===== config.mk =====
export PLATFORM = sky130hd
export DESIGN_NAME = pmg_mul
export DESIGN_NICKNAME = d
export VERILOG_FILES = /design/src/rtl/pmg_pkg.sv /design/src/rtl/pmg_mul.sv
export SDC_FILE = /design/constraint.sdc
export NUM_CORES = 2
export LEC_CHECK = 0
export ABC_AREA = 1
export BUFFER_PORTS_ARGS = -buffer_cell sky130_fd_sc_hd__buf_2
export CAP_MARGIN = 30
export CORE_MARGIN = 2
export CORE_UTILIZATION = 45
export CTS_CLUSTER_SIZE = 16
export DETAILED_ROUTE_END_ITERATION = 10
export HOLD_SLACK_MARGIN = 0.15
export PLACE_DENSITY = 0.72
export SLEW_MARGIN = 20
export SYNTH_ARGS = -nofsm -noshare
export SYNTH_HDL_FRONTEND = slang
export SYNTH_SLANG_ARGS = --single-unit

===== constraint.sdc =====
create_clock -name clk -period 7.3 [get_ports clk]
set_input_delay 0.365 -clock clk [delete_from_list [all_inputs] [get_ports clk]]
set_output_delay 0.365 -clock clk [all_outputs]
set_load 0.01 [all_outputs]

===== src/rtl/pmg_pkg.sv =====
// shared types, constants and arithmetic helpers of the particle-mesh gravity engine
`default_nettype none

package pmg_pkg;

    localparam int CFG_W     = 24;
    localparam int CFG_IDX_W = 3;
    localparam int IDX_W     = 9;
    localparam int EXT_W     = 9;
    localparam int MA_W      = 33;
    localparam int MB_W      = 25;
    localparam int MP_W      = 58;
    localparam int DENS_W    = 10;

    typedef enum logic [1:0] {
        OP_LOAD = 2'd0,
        OP_RUN  = 2'd1,
        OP_READ = 2'd2
    } op_t;

    typedef enum logic [CFG_IDX_W-1:0] {
        CFG_HUBBLE_GAIN    = 3'd0,
        CFG_TIME_STEP      = 3'd1,
        CFG_GRID_OFFSET    = 3'd2,
        CFG_RELAX_SWEEPS   = 3'd3,
        CFG_STEP_COUNT     = 3'd4,
        CFG_GRAVITY_CONST  = 3'd5,
        CFG_PARTICLE_COUNT = 3'd6,
        CFG_GRID_EXTENT    = 3'd7
    } cfg_idx_t;

    localparam logic RES_RUN  = 1'b0;
    localparam logic RES_READ = 1'b1;

    localparam logic [23:0] RST_HUBBLE_GAIN    = 24'd229376;
    localparam logic [16:0] RST_TIME_STEP      = 17'd6554;
    localparam logic [6:0]  RST_GRID_OFFSET    = 7'd50;
    localparam logic [7:0]  RST_RELAX_SWEEPS   = 8'd20;
    localparam logic [9:0]  RST_STEP_COUNT     = 10'd40;
    localparam logic [23:0] RST_GRAVITY_CONST  = 24'd65536;
    localparam logic [9:0]  RST_PARTICLE_COUNT = 10'd500;
    localparam logic [7:0]  RST_GRID_EXTENT    = 8'd99;

    localparam logic [DENS_W-1:0] DENS_MAX = 10'd1023;

    typedef enum logic [4:0] {
        ST_INIT,
        ST_IDLE,
        ST_LD_MX,
        ST_LD_MY,
        ST_LD_WY,
        ST_RD_WAIT,
        ST_RD_OUT,
        ST_STEP,
        ST_CLR,
        ST_DEP_START,
        ST_DEP_RD,
        ST_DEP_CELL,
        ST_DEP_INC,
        ST_SW_START,
        ST_SW_ISSUE,
        ST_SW_ACC,
        ST_SW_WR,
        ST_F_START,
        ST_F_RD,
        ST_F_CELL,
        ST_F_HERE,
        ST_F_RIGHT,
        ST_F_DOWN,
        ST_K_X,
        ST_K_Y,
        ST_D_X,
        ST_D_Y,
        ST_D_W,
        ST_STEP_END,
        ST_DONE
    } state_t;

    // nearest, ties up: add half lsb then floor
    function automatic logic signed [41:0] rnd16(input logic signed [MP_W-1:0] p);
        logic signed [MP_W-1:0] t;
        t = p + 58'sd32768;
        return t[MP_W-1:16];
    endfunction

    function automatic logic [31:0] sat32(input logic signed [43:0] v);
        logic [31:0] r;
        if (v > 44'sd2147483647)
            r = 32'h7FFF_FFFF;
        else if (v < -44'sd2147483648)
            r = 32'h8000_0000;
        else
            r = v[31:0];
        return r;
    endfunction

    // grid cell of a q16.16 coordinate, floor(pos + 0.5)
    function automatic logic signed [16:0] cell_of(input logic [31:0] pos);
        logic signed [32:0] t;
        t = $signed({pos[31], pos}) + 33'sd32768;
        return t[32:16];
    endfunction

endpackage

`default_nettype wire


===== src/rtl/pmg_mul.sv =====
// shared signed multiplier with registered product
`default_nettype none

module pmg_mul (
    input  logic                           clk,
    input  logic signed [pmg_pkg::MA_W-1:0] a,
    input  logic signed [pmg_pkg::MB_W-1:0] b,
    output logic signed [pmg_pkg::MP_W-1:0] p
);

    import pmg_pkg::*;

    always_ff @(posedge clk)
    begin
        p <= MP_W'(a) * MP_W'(b);
    end

endmodule

`default_nettype wire


==> results.py <==
metrics = {
    "synth": {
        "post_synth_num_cell_types": 34,
        "synth.yosys.warnings": 0,
        "syn_inst": 4215,
        "synth_nets": 5273,
        "synthesis.area_um2": 32400,
        "synth_seq_cells": 58,
        "synthFlopType": "sky130_fd_sc_hd__dfxtp_1",
        "synthArstFlopShare_pct": 0,
        "synthesis.area_per_instance_um2": 7.70,
        "seq_area_frac_synth_pct": 3.58,
        "synth_enable_flop_cells": 0,
    },
    "grt": {
        "gr-usage-met2_pct": 43.1,
        "via_count_of_the_first_global_routing_pass": 27200,
        "global_route_usage_sum_pct": 25.4,
        "top_usage_layer": "met2",
        "grt_antenna_before_repair": 2,
        "grt_remaining_overflow": 0,
        "grt_start_max_net_pins": 34,
        "globalRouteMet1Util_pct": 33.9,
        "grt_pass1_wl_um": 147000,
        "gr-usage-met3_pct": 3.55,
    },
    "floorplanning": {
        "rows": 98,
        "die_wd_um": 273,
        "io-pin-count": 117,
        "start_util_pct": 45.4,
        "die-area_um2": 74300,
        "design.core.area_um2": 71500,
        "die_height_um": 273,
    },
    "timing": {
        "number_of_failing_setup_endpoints_in_the_final_timing_report": 0,
        "timing_hold_violations_final": 0,
        "slew_viol_final": 0,
        "rsz_0062_raised_after_global_routing": "no",
        "timing.setup.tns_ns": 0,
        "layout_min_cycle_time_ns": 6.71,
        "worstMarginPinSlew_ns": 0.909,
        "relSlewSlack_pct": 39.4,
        "final.period_utilization_pct": 91.9,
        "clock.fmax_mhz": 149,
    },
    "detailed_routing": {
        "iteration_count_of_the_initial_detailed_routing_pass": 5,
        "drt_iter0_markers": 1887,
        "detailroute.via_count": 25500,
        "drc": 0,
        "wire_length_per_cell_after_detailed_routing_um": 17.4,
        "postRouteWirelength_um": 89700,
        "post_drt_via_cell_ratio": 4.94,
        "antenna_violating_nets_left": 0,
    },
    "clock_network": {
        "cts_buffers": 9,
        "clk_sink_count": 58,
        "cts.clk_slew.worst_paths_ns": 0.06,
        "h-tree-depth": 3,
        "clockBufferDepth": 2,
        "cts_hold_bufs": 0,
        "tritoncts": "yes",
        "cts-resized-gates": 0,
        "cts_setup_buffers": 0,
        "clockRootBuffer": "sky130_fd_sc_hd__clkbuf_16",
    },
    "setup_path": {
        "crit_path_start_kind": "input pin",
        "critical_path.max_stage_delay_ns": 0.80,
        "sort_of_element_at_the_end_of_the_critical_path": "flip-flop",
        "cp_data_arrival_time_ns": 6.96,
        "cell_breakdown_of_the_critical_path": "buf_2 > nand2_1 > fa_1 > inv_1 > fa_1 > fa_1 > fa_1 > fa_1 > fa_1 > fa_1 > ha_1 > nand2_1 > nor2_1 > inv_1 > nor2_1 > nand2_1 > nor3_1 > nand2_1 > nand4_1 > nand2_1",
        "required_ns": 7.55,
        "crit_top_cell": "sky130_fd_sc_hd__fa_1",
        "crit_slowest_cell": "sky130_fd_sc_hd__fa_1",
        "worst-path-max-fanout": 33,
        "path_class": "in -> reg",
    },
    "layout": {
        "area.growth.synth_to_final_pct": 5.70,
        "regMostFlops": "p",
        "largest_registers": "p x58",
        "layout.cells.non_filler": 5160,
        "drive_gt1_share_pct": 5.54,
        "num-fill-cells": 6855,
        "num-nets-final": 5263,
        "mostFrequentLayoutCell": "sky130_fd_sc_hd__inv_1",
        "number_of_flip_flops_under_the_largest_register_name": 58,
        "most-common-layout-cells": "sky130_fd_sc_hd__inv_1, sky130_fd_sc_hd__nand2_1, sky130_fd_sc_hd__fa_1",
    },
    "placement": {
        "portBuffers": 116,
        "gpl.final_weighted_congestion": 0.979,
        "dp.cells": 5144,
        "detailed_place_hpwl_um": 77600,
    },
    "run": {
        "max_cap_viol_count": 0,
    },
    "run_status": {
        "outcome": "complete, no violations",
    },
    "hold_path": {
        "min_path_type": "in -> reg",
    },
}
-- metal layers --
| metal | up-vias | routed length [um] |
|---|---|---|
| li1 | 11400 | - |
| met1 | 12900 | 35600 |
| met2 | 1039 | 44200 |
| met3 | 143 | 7130 |
| met4 | 0 | 2750 |
| met5 | - | 0 |
-- synthesized netlist by cell type, types with 3 or more instances --
| library cell | number | share of area, % |
|---|---|---|
| sky130_fd_sc_hd__nand2_2 | 8 | 0.15 |
| sky130_fd_sc_hd__xnor2_1 | 5 | 0.13 |
| sky130_fd_sc_hd__ha_1 | 157 | 6.1 |
| sky130_fd_sc_hd__nand4_1 | 18 | 0.35 |
| sky130_fd_sc_hd__or2_2 | 7 | 0.13 |
| sky130_fd_sc_hd__nand2_1 | 1218 | 14 |
| sky130_fd_sc_hd__o21bai_1 | 11 | 0.25 |
| sky130_fd_sc_hd__nand3_1 | 62 | 0.96 |
| sky130_fd_sc_hd__dfxtp_1 | 58 | 3.6 |
| sky130_fd_sc_hd__nand3_2 | 3 | 0.093 |
| sky130_fd_sc_hd__nor2_2 | 12 | 0.23 |
| sky130_fd_sc_hd__clkbuf_1 | 194 | 2.2 |
| sky130_fd_sc_hd__xor2_1 | 31 | 0.84 |
| sky130_fd_sc_hd__a21oi_1 | 50 | 0.77 |
| sky130_fd_sc_hd__buf_1 | 4 | 0.046 |
| sky130_fd_sc_hd__inv_2 | 3 | 0.035 |
| sky130_fd_sc_hd__o21ai_0 | 16 | 0.25 |
| sky130_fd_sc_hd__inv_1 | 1374 | 16 |
| sky130_fd_sc_hd__fa_1 | 842 | 52 |
| sky130_fd_sc_hd__nor3_1 | 10 | 0.15 |
| sky130_fd_sc_hd__nor2_1 | 114 | 1.3 |
| sky130_fd_sc_hd__nor2_4 | 4 | 0.14 |
-- critical path: cells and delay by family --
kind | cells | cell delay (ns)
adder cells (fa/ha/maj) | 8 | 4.51
buffers and inverters | 3 | 0.79
AND/OR/NAND/NOR | 9 | 1.27
-- cells by family (layout without fill, tap and decap cells) --
kind of cell,after synthesis,in the layout,synth area share [%]
flops,58,58,3.58
other cells,0,1,0
buf+inv,1576,1570,18.2
fa+ha+maj,999,999,58.0
compound gates,82,82,1.38
xor+xnor,36,36,0.972
simple gates,1464,1464,17.8
-- final cells by class --
| cell class | count | area, um2 | share of cell area [%] |
|---|---|---|---|
| antenna | 1 | 2.50 | 0.00730 |
| clock buffer | 11 | 253 | 0.737 |
| clock inverter | 4 | 98.8 | 0.288 |
| inverter | 1378 | 5170 | 15.1 |
| multi-input combinational | 2581 | 25400 | 74.0 |
| sequential | 58 | 1160 | 3.39 |
| tap | 950 | 1190 | 3.47 |
| timing repair buffer | 177 | 1050 | 3.06 |
-- metrics by stage --
| step | hold WS (ns) | setup WS [ns] | cell area, um2 | util, % |
|---|---|---|---|---|
| final | 0.466 | 0.589 | 34300 | 48.0 |
| after global routing | 0.469 | 0.195 | 34300 | 48.0 |
| after CTS | 0.449 | 0.610 | 34300 | 48.0 |
| after detailed placement | 0.758 | 0.272 | 33900 | 47.5 |
| after global placement | 0.760 | 0.379 | 33900 | 47.5 |
| after floorplan | 0.645 | 0.825 | 32400 | - |
-- final timing paths --
| check | startpoint | endpoint | slack, ns | cells past startpoint |
|---|---|---|---|---|
| setup / recovery | b[10] | p[51] | 0.59 | 20 |
| hold / removal | b[0] | p[0] | 0.47 | 3 |
Power is not shown: default switching activity piles up to over one toggle a cycle in this logic, so the estimate is an artifact.
